$ cat config.mk
export PLATFORM = sky130hd
export DESIGN_NAME = short_file_name_converter
export DESIGN_NICKNAME = d
export VERILOG_FILES = /design/src/sfnc_pkg.sv /design/src/sfnc_parser.sv /design/src/sfnc_burst.sv /design/src/short_file_name_converter.sv
export SDC_FILE = /design/constraint.sdc
export NUM_CORES = 1
export LEC_CHECK = 0
export BUFFER_PORTS_ARGS = -buffer_cell sky130_fd_sc_hd__buf_4
export CAP_MARGIN = 20
export CORE_MARGIN = 2
export CORE_UTILIZATION = 50
export CTS_CLUSTER_DIAMETER = 150
export DETAILED_ROUTE_END_ITERATION = 7
export PLACE_DENSITY_LB_ADDON = 0.12
export SLEW_MARGIN = 30
export SYNTH_ARGS = -nofsm -noshare
export SYNTH_HDL_FRONTEND = slang
export SYNTH_SLANG_ARGS = --single-unit
export TNS_END_PERCENT = 30
$ cat constraint.sdc
create_clock -name i_clk -period 4.9 [get_ports i_clk]
set_input_delay 0.49 -clock i_clk [delete_from_list [all_inputs] [get_ports i_clk]]
set_output_delay 0.49 -clock i_clk [all_outputs]
set_load 0.01 [all_outputs]
$ cat src/sfnc_pkg.sv
package sfnc_pkg;

    localparam int BASE_LEN_DEF = 8;
    localparam int NAME_LEN_DEF = 11;

    localparam logic [7:0] CH_NUL   = 8'h00;
    localparam logic [7:0] CH_SPACE = 8'h20;
    localparam logic [7:0] CH_DOT   = 8'h2E;
    localparam logic [7:0] CASE_OFS = 8'h20;

    // hand-off from the parser to the result burst
    typedef struct packed {
        logic load;
        logic err;
    } t_load;

    function automatic logic [7:0] upcase(input logic [7:0] c);
        logic [7:0] r;
        r = c;
        if (c inside {[8'h61:8'h7A]}) begin
            r = c - CASE_OFS;
        end
        return r;
    endfunction

endpackage

$ cat src/sfnc_parser.sv
module sfnc_parser #(
    parameter int BASE_LEN = sfnc_pkg::BASE_LEN_DEF,
    parameter int NAME_LEN = sfnc_pkg::NAME_LEN_DEF
) (
    input  logic                          i_clk,
    input  logic                          i_rst_n,
    input  logic                          i_accept,
    input  logic [7:0]                    i_ch,
    input  logic                          i_is_end,
    output sfnc_pkg::t_load               o_load,
    output logic [NAME_LEN-1:0][7:0]      o_store
);

    localparam int BASE_CAP = (BASE_LEN < NAME_LEN) ? BASE_LEN : NAME_LEN;
    localparam int CNT_W    = $clog2(NAME_LEN + 1);

    localparam logic [1:0] PH_SKIP = 2'd0;
    localparam logic [1:0] PH_BASE = 2'd1;
    localparam logic [1:0] PH_EXT  = 2'd2;
    localparam logic [1:0] PH_DONE = 2'd3;

    logic [1:0]               r_phase, n_phase;
    logic [CNT_W-1:0]         r_base_cnt, n_base_cnt;
    logic [CNT_W-1:0]         r_ext_cnt, n_ext_cnt;
    logic                     r_err, n_err;
    logic [NAME_LEN-1:0][7:0] r_store;

    logic             wr_en;
    logic [CNT_W-1:0] wr_pos;
    logic [CNT_W-1:0] ext_pos;
    logic [7:0]       up_ch;

    assign up_ch   = sfnc_pkg::upcase(i_ch);
    assign ext_pos = CNT_W'(BASE_CAP) + r_ext_cnt;

    always_comb begin
        n_phase    = r_phase;
        n_base_cnt = r_base_cnt;
        n_ext_cnt  = r_ext_cnt;
        n_err      = r_err;
        wr_en      = 1'b0;
        wr_pos     = r_base_cnt;
        if (i_accept) begin
            if (i_is_end) begin
                n_phase    = PH_SKIP;
                n_base_cnt = '0;
                n_ext_cnt  = '0;
                n_err      = 1'b0;
            end else if (!r_err && r_phase != PH_DONE) begin
                if (i_ch == sfnc_pkg::CH_NUL) begin
                    if (r_phase == PH_SKIP) begin
                        n_err = 1'b1;
                    end
                    n_phase = PH_DONE;
                end else if (r_phase == PH_SKIP && i_ch == sfnc_pkg::CH_SPACE) begin
                    n_phase = PH_SKIP;
                end else if (r_phase == PH_SKIP || r_phase == PH_BASE) begin
                    n_phase = PH_BASE;
                    if (i_ch == sfnc_pkg::CH_DOT) begin
                        n_phase = PH_EXT;
                    end else if (r_base_cnt < CNT_W'(BASE_CAP)) begin
                        wr_en      = 1'b1;
                        wr_pos     = r_base_cnt;
                        n_base_cnt = r_base_cnt + 1'b1;
                    end else begin
                        n_err = 1'b1;
                    end
                end else begin
                    // extension; a later dot is an ordinary character
                    if (ext_pos < CNT_W'(NAME_LEN)) begin
                        wr_en     = 1'b1;
                        wr_pos    = ext_pos;
                        n_ext_cnt = r_ext_cnt + 1'b1;
                    end else begin
                        n_err = 1'b1;
                    end
                end
            end
        end
    end

    always_ff @(posedge i_clk) begin
        if (!i_rst_n) begin
            r_phase    <= PH_SKIP;
            r_base_cnt <= '0;
            r_ext_cnt  <= '0;
            r_err      <= 1'b0;
            for (int k = 0; k < NAME_LEN; k++) begin
                r_store[k] <= sfnc_pkg::CH_SPACE;
            end
        end else begin
            r_phase    <= n_phase;
            r_base_cnt <= n_base_cnt;
            r_ext_cnt  <= n_ext_cnt;
            r_err      <= n_err;
            for (int k = 0; k < NAME_LEN; k++) begin
                if (i_accept && i_is_end) begin
                    r_store[k] <= sfnc_pkg::CH_SPACE;
                end else if (wr_en && wr_pos == CNT_W'(k)) begin
                    r_store[k] <= up_ch;
                end
            end
        end
    end

    assign o_load.load = i_accept && i_is_end;
    assign o_load.err  = r_err || (r_phase == PH_SKIP);
    assign o_store     = r_store;

    a_base_bound: assert property (@(posedge i_clk) disable iff (!i_rst_n)
        r_base_cnt <= CNT_W'(BASE_CAP))
        else $error("base count beyond capacity");
    a_ext_bound: assert property (@(posedge i_clk) disable iff (!i_rst_n)
        (CNT_W'(BASE_CAP) + r_ext_cnt) <= CNT_W'(NAME_LEN))
        else $error("extension count beyond capacity");
    a_end_clears: assert property (@(posedge i_clk) disable iff (!i_rst_n)
        (i_accept && i_is_end) |=> (r_phase == PH_SKIP && !r_err
                                    && r_base_cnt == '0 && r_ext_cnt == '0))
        else $error("name state not cleared after end marker");

endmodule

$ cat src/sfnc_burst.sv
module sfnc_burst #(
    parameter int NAME_LEN = sfnc_pkg::NAME_LEN_DEF
) (
    input  logic                     i_clk,
    input  logic                     i_rst_n,
    input  sfnc_pkg::t_load          i_load,
    input  logic [NAME_LEN-1:0][7:0] i_store,
    output logic                     o_busy,
    output logic                     o_valid,
    input  logic                     o_ready,
    output logic [7:0]               o_name_byte,
    output logic [3:0]               o_byte_index,
    output logic                     o_status,
    output logic                     o_last
);

    localparam int IDX_W = $clog2(NAME_LEN);

    logic                     r_busy;
    logic                     r_err;
    logic [IDX_W-1:0]         r_idx;
    logic [NAME_LEN-1:0][7:0] r_buf;

    logic             xfer;
    logic             at_last;
    logic [IDX_W+3:0] idx_ext;

    assign at_last = r_err || (r_idx == IDX_W'(NAME_LEN - 1));
    assign xfer    = r_busy && o_ready;

    always_ff @(posedge i_clk) begin
        if (!i_rst_n) begin
            r_busy <= 1'b0;
            r_err  <= 1'b0;
            r_idx  <= '0;
        end else if (i_load.load) begin
            r_busy <= 1'b1;
            r_err  <= i_load.err;
            r_idx  <= '0;
        end else if (xfer) begin
            if (at_last) begin
                r_busy <= 1'b0;
            end else begin
                r_idx <= r_idx + 1'b1;
            end
        end
    end

    // bytes leave from the bottom of a shift register
    always_ff @(posedge i_clk) begin
        if (i_load.load) begin
            if (i_load.err) begin
                r_buf <= {i_store[NAME_LEN-1:1], sfnc_pkg::CH_NUL};
            end else begin
                r_buf <= i_store;
            end
        end else if (xfer) begin
            for (int k = 0; k < NAME_LEN - 1; k++) begin
                r_buf[k] <= r_buf[k+1];
            end
            r_buf[NAME_LEN-1] <= sfnc_pkg::CH_SPACE;
        end
    end

    assign idx_ext      = {4'b0000, r_idx};
    assign o_busy       = r_busy;
    assign o_valid      = r_busy;
    assign o_name_byte  = r_buf[0];
    assign o_byte_index = idx_ext[3:0];
    assign o_status     = r_err;
    assign o_last       = at_last;

    a_no_overlap: assert property (@(posedge i_clk) disable iff (!i_rst_n)
        i_load.load |-> !r_busy)
        else $error("new name loaded over a burst in progress");
    a_idx_bound: assert property (@(posedge i_clk) disable iff (!i_rst_n)
        r_busy |-> r_idx <= IDX_W'(NAME_LEN - 1))
        else $error("byte index out of range");
    a_err_single: assert property (@(posedge i_clk) disable iff (!i_rst_n)
        (r_busy && r_err) |-> (r_idx == '0 && r_buf[0] == sfnc_pkg::CH_NUL))
        else $error("error result not a single zero byte");
    a_load_starts: assert property (@(posedge i_clk) disable iff (!i_rst_n)
        i_load.load |=> (r_busy && r_idx == '0))
        else $error("burst did not start after load");

endmodule

$ cat src/short_file_name_converter.sv
// 8.3 short name converter. Takes one name character per cycle; only an end
// marker can be stalled, and characters after an end marker are taken while
// the previous name still drains. At the end marker the finished name moves
// to an output shift register that gives NAME_LEN results (one per cycle
// while o_ready is high), or a single error result. An end marker that
// arrives while that shift register still holds a name waits until its last
// result has been transferred and is taken in the cycle after that, so the
// burst sets the rate only for back-to-back short names.
module short_file_name_converter #(
    parameter int BASE_LEN = sfnc_pkg::BASE_LEN_DEF,
    parameter int NAME_LEN = sfnc_pkg::NAME_LEN_DEF
) (
    input  logic       i_clk,
    input  logic       i_rst_n,
    input  logic       i_valid,
    output logic       i_ready,
    input  logic [7:0] i_ch,
    input  logic       i_is_end,
    output logic       o_valid,
    input  logic       o_ready,
    output logic [7:0] o_name_byte,
    output logic [3:0] o_byte_index,
    output logic       o_status,
    output logic       o_last
);

    sfnc_pkg::t_load          load;
    logic [NAME_LEN-1:0][7:0] store;
    logic                     busy;
    logic                     accept;

    assign i_ready = !i_is_end || !busy;
    assign accept  = i_valid && i_ready;

    sfnc_parser #(
        .BASE_LEN (BASE_LEN),
        .NAME_LEN (NAME_LEN)
    ) u_parser (
        .i_clk    (i_clk),
        .i_rst_n  (i_rst_n),
        .i_accept (accept),
        .i_ch     (i_ch),
        .i_is_end (i_is_end),
        .o_load   (load),
        .o_store  (store)
    );

    sfnc_burst #(
        .NAME_LEN (NAME_LEN)
    ) u_burst (
        .i_clk        (i_clk),
        .i_rst_n      (i_rst_n),
        .i_load       (load),
        .i_store      (store),
        .o_busy       (busy),
        .o_valid      (o_valid),
        .o_ready      (o_ready),
        .o_name_byte  (o_name_byte),
        .o_byte_index (o_byte_index),
        .o_status     (o_status),
        .o_last       (o_last)
    );

endmodule
Word level (Yosys, flattened, before mapping)
Cells that the tools add are included.
{ "classes": {"n_eq_ne": 24, "magnitude_cmp": 4, "muxes": 51, "bitwise_logic": 2, "add_sub_neg": 5, "n_reduce_logical": 41} }
{ "op_table": {"columns": ["operator", "n"], "rows": [
  ["$mux W88", 2],
  ["$mux W4", 20],
  ["$mux W1", 21],
  ["$logic_and A1 B1 Y1", 17],
  ["$eq A4 B3 Y1 const B", 4],
  ["$eq A4 B4 Y1 const B", 4],
  ["$eq A8 B6 Y1 const B", 2],
  ["$mux W8", 2],
  ["$reduce_and A7 Y1", 2],
  ["$add A4 B1 Y4 const B", 3],
  ["$mux W2", 6],
  ["$reduce_bool A2 Y1", 6],
  ["$ne A2 B2 Y1 const B", 5],
  ["$eq A4 B2 Y1 const B", 2],
  ["$ge A8 B7 Y1 const B", 1],
  ["$le A8 B7 Y1 const B", 1],
  ["$logic_not A8 Y1", 1],
  ["$lt A4 B4 Y1 const B", 2],
  ["$ne A4 B3 Y1 const B", 2],
  ["$sub A8 B6 Y8 const B", 1],
  ["$reduce_and A6 Y1", 1],
  ["$add A4 B4 Y4 const A", 1],
  ["$eq A4 B1 Y1 const B", 1],
  ["$logic_not A4 Y1", 1],
  ["other kinds (12)", 19]
]} }
{ "totals": {"inputBits": 13, "output_inout_bits": 16, "word_cells": 156, "regBits": 193} }

Logic depth before layout (Yosys ltp)
Gate-level depths: netlist of the first run.
{ "logic_depth": {"ltp_word": 11, "mapped_depth": 9, "mapped_depth_nobuf": 8} }

Hierarchy
A second synthesis of the first run with hierarchy kept.
{ "unflattened": {"cells_unflattened": 660, "area_unflattened_um2": 8160.3} }
{ "by_module_without_submodules": {"columns": ["module", "instances", "area_each_um2", "seq_area_each_um2", "cells_per_inst"], "rows": [
  ["sfnc_parser", 1, 4097.7, 1981.9, 427],
  ["sfnc_burst", 1, 4051.4, 2762.6, 231],
  ["short_file_name_converter", 1, 11.3, 0.0, 2]
]} }

Worst setup path before layout of the first run
Ideal clock, no wire load.
{ "synth_timing": {"path_kind": "input port to flip-flop", "startpoint": "input port i_is_end", "endpoint": "register u_burst.r_buf (netlist bit u_burst.o_name_byte[0]) (enable)", "cell_stages": 7, "slack_ns": 0.984, "t_arrival_ns": 3.071, "n_path_buf": 4, "setup_time_ns": 0.845, "cell_sequence": "buf_2 -> nor2b_1 -> clkbuf_1 -> nand2_1 -> clkbuf_1 -> clkbuf_1 -> nand2_1"} }
{ "synth_via": {"elab_chain_cells": 5} }
{ "synth_lines": {"columns": ["element", "line", "source"], "rows": [
  ["from (decl)", "short_file_name_converter.sv:18", "input logic i_is_end,"],
  ["$logic_not A1 Y1", "short_file_name_converter.sv:32", "assign i_ready = !i_is_end || !busy;"],
  ["$logic_or A1 B1 Y1", "short_file_name_converter.sv:32", null],
  ["$logic_and A1 B1 Y1", "short_file_name_converter.sv:33", "assign accept = i_valid && i_ready;"],
  ["$logic_and A1 B1 Y1 *", "sfnc_parser.sv:106", "assign o_load.load = i_accept && i_is_end;"],
  ["$reduce_bool A2 Y1 (no source line) *", null, null],
  ["to (signal assigned)", "sfnc_burst.sv:53", "r_buf <= {i_store[NAME_LEN-1:1], sfnc_pkg::CH_NUL};"],
  ["to (signal assigned)", "sfnc_burst.sv:55", "r_buf <= i_store;"],
  ["to (signal, indexed assignment)", "sfnc_burst.sv:59", "r_buf[k] <= r_buf[k+1];"],
  ["to (decl)", "sfnc_burst.sv:22", "logic [NAME_LEN-1:0][7:0] r_buf;"]
]} }
Mark *: on every way between the ends. The rest lies on a longest branch, timed or not.
A chain may end at the register's enable or synchronous reset.

Final worst setup path of the first run
{ "layout_timing": {"startpoint": "register u_burst.r_busy (netlist: u_burst.o_busy)", "endpoint": "register u_parser.r_store (netlist bit u_parser.o_store[79])"} }
{ "layout_via": {"elab_chain_cells": 6} }
{ "layout_lines": {"columns": ["element", "line", "source"], "rows": [
  ["from (decl)", "sfnc_burst.sv:19", "logic r_busy;"],
  ["from (signal assigned)", "sfnc_burst.sv:33", "r_busy <= 1'b0;"],
  ["from (signal assigned)", "sfnc_burst.sv:37", "r_busy <= 1'b1;"],
  ["from (signal assigned)", "sfnc_burst.sv:42", "r_busy <= 1'b0;"],
  ["$logic_not A1 Y1 *", "short_file_name_converter.sv:32", null],
  ["$logic_or A1 B1 Y1 *", "short_file_name_converter.sv:32", null],
  ["$logic_and A1 B1 Y1 *", "short_file_name_converter.sv:33", null],
  ["$mux W4", "sfnc_parser.sv:43", "if (i_accept) begin"],
  ["$eq A4 B4 Y1", "sfnc_parser.sv:99", "end else if (wr_en && wr_pos == CNT_W'(k)) begin"],
  ["$logic_and A1 B1 Y1", "sfnc_parser.sv:99", null],
  ["to (signal, indexed assignment)", "sfnc_parser.sv:89", "r_store[k] <= sfnc_pkg::CH_SPACE;"],
  ["to (signal, indexed assignment)", "sfnc_parser.sv:98", "r_store[k] <= sfnc_pkg::CH_SPACE;"],
  ["to (signal, indexed assignment)", "sfnc_parser.sv:100", "r_store[k] <= up_ch;"],
  ["to (decl)", "sfnc_parser.sv:26", "logic [NAME_LEN-1:0][7:0] r_store;"]
]} }
Marks and branches as above.

==> results of run 1 <==
-- state kept, by name, indices dropped and copies added, names as in the netlist --
name / count
u_parser.r_err: 1
u_parser.r_base_cnt: 4
u_parser.o_store: 88
u_burst.o_busy: 1
u_burst.o_name_byte: 8
u_burst.o_byte_index: 4
u_parser.r_phase: 2
u_burst.r_buf: 80
u_burst.o_status: 1
u_parser.r_ext_cnt: 4
-- worst register-to-register path: cells and delay by family (launching register included) --
| kind | cells | cell delay, ps |
|---|---|---|
| muxes | 1 | 320 |
| DFF | 1 | 440 |
| buffers and inverters | 1 | 650 |
| and+or+nand+nor | 4 | 1460 |
-- layout by cell type (no fill, tap or decap), types with 3 or more instances in the layout --
master,count
nor2b_1,6
ha_1,6
xnor2_1,4
inv_4,4
a21boi_0,3
buf_4,34
nor2_1,32
o21ai_0,6
inv_1,6
o21a_1,3
a22o_1,8
a21oi_1,9
nand3_1,7
clkbuf_16,21
nand3b_1,3
nand2_1,311
o211ai_1,4
a31oi_1,3
a21o_1,3
edfxtp_1,88
dfxtp_1,105
mux2i_1,93
nand2b_1,5
and3_1,9
-- final timing paths --
path / from / to / slack (ps) / cells past startpoint
worst max-delay path: u_burst.o_busy / u_parser.o_store[79] / 1930 / 6
worst min register to register: u_parser.o_store[83] / u_parser.o_store[83] / 460 / 2
worst min-delay path: i_rst_n / u_burst.o_busy / 370 / 2
worst max register to register: u_burst.o_busy / u_parser.o_store[79] / 1930 / 6
-- power groups by stage --
stage | combinational, mW | sequential [mW] | clock, mW
4_1_cts | 0.229 | 1.78 | 1.41
3_3_place_gp | 0.223 | 1.82 | 0
5_1_grt | 0.253 | 1.79 | 1.48
3_5_place_dp | 0.228 | 1.82 | 0
2_1_floorplan | 0.156 | 1.82 | 0
6_report | 0.227 | 1.78 | 1.39
-- cells by family after synthesis --
logic type	Yosys count
multiplexers	93
flip-flops	193
buffers and inverters	60
XOR/XNOR	5
AO/OA/AOI/OAI	50
adder cells (fa/ha/maj)	6
AND/OR/NAND/NOR	395
-- cell usage after synthesis, drive strengths merged, types with 2 or more instances --
cell type  count
a21oi         10
and3           9
a21o           3
and2           3
o211ai         4
a21boi         3
nor4           2
ha             6
buf           21
clkbuf        33
or4            2
nor2          33
mux2i         93
dfxtp        105
o21a           3
nor2b          7
nor3           2
a31oi          3
inv            6
o21ai          7
nand3          7
nand2b         5
nor3b          2
nand3b         4
a22o           8
edfxtp        88
nand4          2
nand2        313
xnor2          4
-- layer usage --
metal | GRT usage [%] | routed length (um) | up-vias
li1 | - | - | 2688
met1 | 29.1 | 8470 | 2726
met2 | 33.9 | 8230 | 121
met3 | 3.78 | 638 | 36
met4 | 8.09 | 420 | 0
met5 | 0 | 0 | -
-- per-stage QoR --
step           std cells  instance area [um^2]  setup slack [ps]  power (mW)
6_report            1030                  8990              1930        3.40
5_1_grt             1030                  8990              1740        3.52
4_1_cts             1030                  8990              1830        3.42
3_5_place_dp         998                  8380              1710        2.05
3_3_place_gp         998                  8380              1800        2.04
2_1_floorplan        802                  8100               984        1.97
-- cell type report --
| cell class | instances | area, um^2 | share of cell area (%) |
|---|---|---|---|
| flip-flops and latches | 193 | 4740 | 52.8 |
| multi-input cells | 549 | 3090 | 34.4 |
| clock buffers | 24 | 547 | 6.08 |
| well taps | 216 | 270 | 3.01 |
| repair buffers | 34 | 255 | 2.84 |
| clock inverters | 8 | 56.3 | 0.626 |
| inverters | 6 | 22.5 | 0.251 |
==> results.md, run 1 <==
* Status: complete, no violations
* Critical Path AT at 3300 ps
* Mux share of post-synthesis cell area at 11.5%
* Fill cell count at 1,382
* Row count at 46
* Critical path cell sequence: nor2b_1 -> nand2_2 -> and2_2 -> buf_4 -> nand2_1 -> mux2i_1
* Worst-path maximum fanout at 55
* Post-synthesis xor/xnor area fraction at 0.541%
* Slew margin rel. at 37.4%
* Antenna violations before repair at 0
* Syn avg cell area at 10.1 um^2
* Setup-failing EPs final at 0
* DR WL/cell at 17.2 um
* RSZ-0062 raised after global routing: no
* Final Max Tran Viols at 0
* CP top delay family: simple AND/OR/NAND/NOR gates
* Worst path required time at 5230 ps
* CP bufs+invs at 1
* Worst skew pair latency at 420 ps
* Pin count of the biggest net entering global routing at 84
* DRC at 0
* Final Hold Vio Count at 0
* NetSw at 782 uW
* Int Pwr at 2.62 mW
* Pwr/cell area at 378 nW/um^2
* Combinational Power Share at 6.7%
* Cell count after synthesis at 802
* Post-synthesis sequential area ratio at 58.6%
* Hold_buf cts at 0
* Synth Flop Type: dfxtp_1
* Worst setup path class: reg2reg
* Crit start category: flip-flop
* CORE AREA at 15,900 um^2
* Setup_tns at 0 ps
* TritonRoute pass-1 iters at 5
* Worst-path clk slew at 70 ps
* IO Count at 29
* Clock Skew at 6.47 ps
* Slowest CP cell: buf_4
* Clock power frac at 40.9%
* Die Y at 131 um
* Largest cells by area after synthesis: edfxtp_1, dfxtp_1, nand2_1
* CTS resizes at 0
* Leading area contributor after synthesis: edfxtp_1
* Max-cap violations at 0
* Seq pwr share at 52.5%
* VDD IR max at 280 uV
* Routed Wire Length at 17,800 um
* Starting Density at 51.0%
* Worst hold slack at 373 ps
* Largest family of logic cells by synthesized area: simple AND/OR/NAND/NOR gates
* Synth cell types at 54
* TritonCTS Sinks at 193
* Port bufs at 28
* Post-synth EDFFs at 88
* Nets at 820
* Synth Cell Area at 8100 um^2
* Min Tclk post-route at 2970 ps
* Layout cells sized above 1 at 9.58%
* CP max stage delay at 640 ps
* Gr usage total at 21.2%
* # H-tree levels at 4
* Final ANT Viol Nets at 0
* CTS Buffer Depth at 2
* Post-Synth Simple-Gate Area at 20.4%
* Crit path capture type: flip-flop
* Die Area at 17,200 um^2
* Grt total ovfl at 0
* Async S/R FF share, synth at 0%
* Via Count at 5,571
* Clock buffer count from CTS at 17
* Synth top area share at 32.6%
* YS warnings at 0
* F_max at 337 MHz
* ANT cells at 0
* Compound-Gate Fraction of Synth Area at 4.67%
* Flops & latches, synth at 193
* Path type of the worst min-delay path: in2reg
* Net Sw Frac at 23.0%
* CTS tree: yes
* Post-Syn Nets at 821
* Area grow syn2layout at 11.0%
* Final Util at 56.6%
* Measured slew at the worst slew-check pin at 938 ps
* Die W at 131 um
* Setup Buffers After CTS at 0
* Via-to-Cell Ratio at 5.41
* Initial drt markers at 469
* Final GP Congestion at 0.881
* P_leak at 3.78 nW
* Post-Synth Adder-Cell Area at 0.927%
* Detailed placement HPWL at 10,800 um
* Fin crit share at 60.6%
* Vias in the first global route at 5,470
* Clock root buffer master: clkbuf_16
* First-pass GRT wire length at 28,900 um
Power figures use the tool's default switching activity.
==> run 2: changes to the inputs <==
- clock period: 4.9 -> 2.5 ns (I/O delays scaled with it)
==> run 2 against run 1 <==
Compared with the run above:
- first-iteration DRC count is 22% lower
- non-clock buffer count is 25 higher
- combinational power is 110% higher
- critical endpoint is now u_parser.o_store[73]
==> results.md, run 2 (synthesized netlist as in run 1, its figures left out) <==
* Area grow syn2layout at 14.2%
* Antenna violations before repair at 0 (unchanged)
* Placement Cell Area at 8610 um^2 (+2.7%)
* Seq pwr share at 52.0% (-0.5 points)
* Layout Cells excl Fill at 1,055 (+2.4%)
* Most frequent cells in the layout: nand2_1, dfxtp_1, mux2i_1
* Final Util at 58.2% (+1.7 points)
* Die Area at 17,200 um^2 (unchanged)
* Layout cells sized above 1 at 12.4% (+2.8 points)
* Worst setup path class: reg2reg
* Net Sw Frac at 22.5% (-0.50 points)
* Worst path required time at 2850 ps (-2380 ps)
* Nets at 845 (+3.0%)
* Final instance area at 9250 um^2 (+2.9%)
* P_leak at 3.91 nW (+3.5%)
* Worst-path maximum fanout at 8 (-85%)
* Slew margin rel. at 55.1% (+18 points)
* Final GP Congestion at 0.805 (-8.6%)
* NetSw at 1.51 mW (+93%)
* Detailed placement HPWL at 10,600 um (-1.3%)
* DR WL/cell at 16.4 um (-4.9%)
* TritonCTS Sinks at 193 (unchanged)
* CTS tree: yes
* Row count at 46 (unchanged)
* Routed Wire Length at 17,300 um (-2.6%)
* Hold Crit Depth at 3 (+1)
* Worst hold slack at 122 ps (-251 ps)
* TritonRoute pass-1 iters at 6 (+1)
* Via-to-Cell Ratio at 5.25 (-2.9%)
* Pwr/cell area at 727 nW/um^2 (+92%)
* ANT cells at 0 (unchanged)
* DRC at 0 (unchanged)
* Grt total ovfl at 0 (unchanged)
* Setup-failing EPs final at 0 (unchanged)
* Die W at 131 um (unchanged)
* Clock Skew at 12.6 ps (+6.10 ps)
* Setup_tns at 0 ps (unchanged)
* Via Count at 5,543 (-0.50%)
* IO Count at 29 (unchanged)
* Int Pwr at 5.21 mW (+99%)
* Combinational Power Share at 7.1% (+0.4 points)
* Port bufs at 28 (unchanged)
* # H-tree levels at 4 (unchanged)
* Max reg flops at 88 (unchanged)
* Crit path capture type: flip-flop
* Max-cap violations at 0 (unchanged)
* Pin count of the biggest net entering global routing at 89 (+6.0%)
* First-pass GRT wire length at 28,400 um (-2.0%)
* F_max at 418 MHz (+24%)
* Setup WS pre-CTS at 62.2 ps (-1650 ps)
* Measured slew at the worst slew-check pin at 672 ps (-266 ps)
* Min Tclk post-route at 2390 ps (-579 ps)
* Die Y at 131 um (unchanged)
* Commonest non-fill, non-tap cell in the layout: nand2_1
* Worst-path clk slew at 70 ps (about the same)
* Gr usage total at 21.0% (-0.23 points)
* Initial drt markers at 364 (-22%)
* Vias in the first global route at 5,612 (+2.6%)
* Clock root buffer master: clkbuf_16
* Worst setup margin at 110 ps (-1820 ps)
* Final Max Tran Viols at 0 (unchanged)
* VDD IR max at 524 uV (+87%)
* Status: complete, no violations
* Clock power frac at 40.9% (about the same)
* CTS Buffer Depth at 2 (unchanged)
* CORE AREA at 15,900 um^2 (unchanged)
* Final Hold Vio Count at 0 (unchanged)
* Starting Density at 51.0% (unchanged)
* Total power at 6.73 mW (+98%)
* Hold_buf cts at 0 (unchanged)
* Fin crit share at 95.6% (+35 points)
* Dpl cells at 1,022 (+2.4%)
* R2R cell count at 8 (+2)
* Final ANT Viol Nets at 0 (unchanged)
* Clock buffer count from CTS at 17 (unchanged)
* Crit start category: flip-flop
* Path type of the worst min-delay path: in2reg
* Fill cell count at 1,405 (+1.7%)
* Worst skew pair latency at 430 ps (about the same)
* Critical Path AT at 2740 ps (-560 ps)
## run 2: changes by cell type in the layout (fill, tap and decap cells not counted), sizes merged
cell / delta
bufinv: +3
clkbuf: -4
clkinv: +7
buf: +25
inv: -6
## run 2: worst paths after layout
check                                             end                   from  slack [ps]
worst max-delay path             u_parser.o_store[73]  u_parser.r_ext_cnt[0]         110
worst min-delay path            u_parser.r_ext_cnt[3]                i_rst_n         120
worst max register to register   u_parser.o_store[73]  u_parser.r_ext_cnt[0]         110
worst min register to register   u_parser.o_store[81]   u_parser.o_store[81]         460
## run 2: worst max-delay path: stages, from the launching register on
cell and delay (ps):
dfxtp_1 320, ha_1 230, nor2_1 180, o21ai_2 140
or4_1 490, a221o_1 380, nor2b_1 170, buf_6 170
mux2i_1 220
## run 2: routing by layer
metal | track usage [%] | routed length [um] | vias to the layer above
met5 | 0 | 0 | -
met4 | 6.16 | 177 | 0
met3 | 5.83 | 716 | 15
met2 | 35.1 | 8610 | 84
met1 | 26.7 | 7790 | 2712
li1 | - | - | 2732
## run 2: cell type report
type,instances,area [um^2],share of cell area [%]
Timing Repair Buffer,59,500,5.41
Clock inverter,12,160,1.73
Tap cell,216,270,2.92
Multi-Input combinational cell,549,3110,33.6
Clock buffer,20,447,4.83
Sequential cell,193,4740,51.3
Inverter,6,22.5,0.243
## run 2: power by group through the flow
| stage | combinational, mW | sequential (mW) | clock (mW) |
|---|---|---|---|
| 2_1_floorplan | 0.307 | 3.55 | 0 |
| 3_3_place_gp | 0.472 | 3.56 | 0 |
| 3_5_place_dp | 0.481 | 3.57 | 0 |
| 4_1_cts | 0.481 | 3.50 | 2.81 |
| 5_1_grt | 0.530 | 3.51 | 2.94 |
| 6_report | 0.478 | 3.50 | 2.75 |
## run 2: what timing repair did
| item | 4_1_cts | 5_1_grt |
|---|---|---|
| gates resized for setup | 0 | 6 |
| setup buffers | 0 | 1 |
| endpoints found under the setup margin | 0 | 33 |
==> run 3: changes to the inputs <==
- ABC_AREA: default -> 1
- CAP_MARGIN: 20 -> default
==> run 3 against run 2 <==
Compared with the run above:
- clock-buffer cell count fell by 2
- largest power group unchanged
- total power increased by 0.85%
- sequential power about the same
- highest routed layer unchanged
- clock power decreased by 7.6%
- global-route usage rose by 1.1 points
- register-to-register slack gained 90 ps
==> results.md, run 3 <==
* R2R cell count at 12 (+4)
* Final Util at 57.3% (-0.98 points)
* Int Pwr at 5.05 mW (-3.0%)
* Grt total ovfl at 0 (unchanged)
* M1 WL at 8880 um (+14%)
* Post-synth EDFFs at 88 (unchanged)
* Clock root buffer master: clkbuf_16
* Post-synthesis sequential area ratio at 56.4% (-2.2 points)
* CORE AREA at 16,500 um^2 (+4.0%)
* Crit. path cell count at 12 (+4)
* Leading area contributor after synthesis: edfxtp_1
* Max-cap violations at 0 (unchanged)
* R2r setup slk at 200 ps (+90 ps)
* Routed Wire Length at 18,800 um (+9.0%)
* Detailed placement HPWL at 12,500 um (+17%)
* Die Area at 17,900 um^2 (+3.8%)
* VDD IR max at 510 uV (-2.8%)
* CP bufs+invs at 1 (unchanged)
* Pin count of the biggest net entering global routing at 73 (-18%)
* Area of the multi-input gates at 3260 um^2 (+5.0%)
* Via-to-Cell Ratio at 5.07 (-3.5%)
* Worst path required time at 2820 ps (-30 ps)
* Critical Path AT at 2620 ps (-120 ps)
* IO Count at 29 (unchanged)
* Cell count after synthesis at 1,009 (+26%)
* DRC at 0 (unchanged)
* Pwr/cell area at 717 nW/um^2 (-1.4%)
* Reg2reg end: u_parser.o_store[57]
* Worst r2r src: u_parser.r_ext_cnt[1]
* Synth top area share at 31.4% (-1.2 points)
* Nets at 1,052 (+24%)
* Metal2 WL at 9030 um (+5.0%)
* Worst-path maximum fanout at 10 (+2)
* TritonRoute pass-1 iters at 5 (-1)
* DR top layer: met4
* Sequential Area at 4740 um^2 (unchanged)
* Starting Density at 50.9% (about the same)
* Seq pwr share at 51.8% (-0.2 points)
* RSZ-0062 raised after global routing: yes
* Commonest non-fill, non-tap cell in the layout: nand2_1
* Slowest CP cell: dfxtp_1
* TritonCTS Sinks at 193 (unchanged)
* Largest cells by area after synthesis: edfxtp_1, dfxtp_1, nand2_1
* Top-count cell post-synth: nand2_1
* Final Hold Vio Count at 0 (unchanged)
* Path type of the worst min-delay path: in2reg
* Vias in the first global route at 6,059 (+8.0%)
* Combinational Power Share at 10.7% (+3.6 points)
* CTS Buffer Depth at 2 (unchanged)
* Layout cells sized above 1 at 12.4% (+0.033 points)
* Worst-path clk slew at 70 ps (about the same)
* Status: complete, no violations
* # H-tree levels at 4 (unchanged)
* Critical path cell sequence: ha_1 -> nor2_1 -> nor2_2 -> nor2_8 -> nand4_4 -> buf_4 -> nand2_1 -> nand2_2 -> nor2_4 -> nand2_2 -> o21ai_0 -> nor2_1
* CP top delay family: simple AND/OR/NAND/NOR gates
* First-pass GRT wire length at 31,100 um (+9.7%)
* Synth Flop Type: dfxtp_1
* Max reg flops at 88 (unchanged)
* Min Tclk post-route at 2300 ps (-89.0 ps)
* Clock Skew at 9.00 ps (-3.57 ps)
* Via Count at 6,419 (+16%)
* Port bufs at 28 (unchanged)
* Worst setup path class: reg2reg
* Die W at 134 um (+1.9%)
* Final GP Congestion at 0.858 (+6.7%)
* Syn avg cell area at 8.34 um^2 (-17%)
* DR WL/cell at 14.9 um (-9.2%)
* Crit path capture type: flip-flop
* Area grow syn2layout at 12.4%
* Clock buffer count from CTS at 17 (unchanged)
* Crit path from: u_parser.r_ext_cnt[1]
* Crit start category: flip-flop
* Post-Syn Nets at 1,028 (+25%)
* Synth Cell Area at 8420 um^2 (+3.9%)
* Worst hold slack at 80.6 ps (-41.6 ps)
* Worst skew pair latency at 430 ps (about the same)
* Setup-failing EPs final at 0 (unchanged)
* End point of the critical path: u_parser.o_store[57]
* Final Max Tran Viols at 0 (unchanged)
* Hold_buf cts at 0 (unchanged)
* Final ANT Viol Nets at 0 (unchanged)
* Fin crit share at 92.0% (-3.6 points)
* Clock power frac at 37.5% (-3.4 points)
* CP max stage delay at 350 ps (-140 ps)
* DR WL met3 at 682 um (-4.7%)
* NetSw at 1.73 mW (+14%)
* Die Y at 134 um (+1.9%)
* CTS tree: yes
* Initial drt markers at 476 (+31%)
* Antenna violations before repair at 0 (unchanged)
* F_max at 435 MHz (+3.9%)
* ANT cells at 0 (unchanged)
* Fill cell count at 1,525 (+8.5%)
* P_leak at 3.85 nW (-1.6%)
* Async S/R FF share, synth at 0% (unchanged)
* Measured slew at the worst slew-check pin at 606 ps (-66.0 ps)
* Slew margin rel. at 59.6% (+4.5 points)
* YS warnings at 0 (unchanged)
* Row count at 47 (+2.2%)
* Most instantiated cells after synthesis: nand2_1, nor2_1, dfxtp_1
* Net Sw Frac at 25.5% (+3.0 points)
* Synth cell types at 35 (-35%)
* Flops & latches, synth at 193 (unchanged)
* Most frequent cells in the layout: nand2_1, nor2_1, dfxtp_1
* Gr usage total at 22.1% (+1.1 points)
==> run 3: changes by cell type after synthesis, moves of 11 or more <==
cell	previous run	this run
nor2_1	32	188
mux2i_1	93	0
inv_1	6	41
o21ai_0	6	38
nor2_4	0	11
clkbuf_1	33	21
nand3_1	7	72
nand2_1	313	326
==> run 3: per-stage QoR <==
step | cells | setup slack [ps] | cell area [um^2] | setup TNS, ps | total power, mW
floorplan | 1009 | 133 | 8430 | 0 | 4.08
global placement | 1234 | 25.6 | 8910 | 0 | 4.31
detailed placement | 1234 | 28.3 | 8910 | 0 | 4.31
CTS | 1266 | 6.65 | 9460 | 0 | 6.84
global route | 1266 | -12.8 | 9460 | -12.8 | 7.05
finish | 1266 | 199 | 9460 | 0 | 6.78
==> run 3: worst min path at each step <==
stage                                    start  cells after the start                endpoint
after global routing                   i_ch[1]                      3    u_parser.o_store[33]
after CTS                              i_rst_n                      3  u_parser.r_base_cnt[1]
after floorplan                        i_ch[0]                      2    u_parser.o_store[32]
after detailed placement  u_parser.o_store[53]                      2    u_parser.o_store[53]
after global placement    u_parser.o_store[53]                      2    u_parser.o_store[53]
final                                  i_rst_n                      3  u_parser.r_base_cnt[1]
==> run 3: worst register-to-register path: cells and delay by family (launching register included) <==
| family | cells | cell delay (ps) |
|---|---|---|
| compound gates | 1 | 210 |
| buf+inv | 1 | 180 |
| fa+ha+maj | 1 | 200 |
| simple gates | 9 | 1240 |
| flops | 1 | 350 |
==> run 3: power groups by stage <==
| stage | Clock (mW) | Sequential, mW | Combinational [mW] |
|---|---|---|---|
| finish | 2.54 | 3.52 | 0.727 |
| global route | 2.71 | 3.53 | 0.808 |
| CTS | 2.59 | 3.52 | 0.730 |
| detailed placement | 0 | 3.59 | 0.728 |
| global placement | 0 | 3.58 | 0.724 |
| floorplan | 0 | 3.58 | 0.508 |
==> run 3: what timing repair did <==
| item | in CTS | in global routing |
|---|---|---|
| resized for setup | 0 | 1 |
| buffers inserted | 0 | 0 |
| setup endpoints to repair | 0 | 28 |
==> run 3: cell type report <==
class | instances | share of cell area (%)
Clock inverter | 14 | 1.24
Multi-Input combinational cell | 717 | 34.5
Inverter | 53 | 2.12
Sequential cell | 193 | 50.1
Timing Repair Buffer | 51 | 4.57
Clock buffer | 18 | 4.54
Tap cell | 220 | 2.91
==> run 3: logic make-up after synthesis <==
| group | share of synthesized area (%) |
|---|---|
| buffers and inverters | 5.11 |
| XOR/XNOR | 0.208 |
| AO/OA/AOI/OAI | 4.93 |
| adder cells (fa/ha/maj) | 0.892 |
| AND/OR/NAND/NOR | 32.5 |
| flip-flops | 56.4 |
==> run 3: routing by layer <==
layer / global-route usage (%) / vias up
met5: 0 / -
li1: - / 3290
met3: 4.68 / 16
met4: 6.21 / 0
met2: 36.9 / 97
met1: 29.2 / 3016
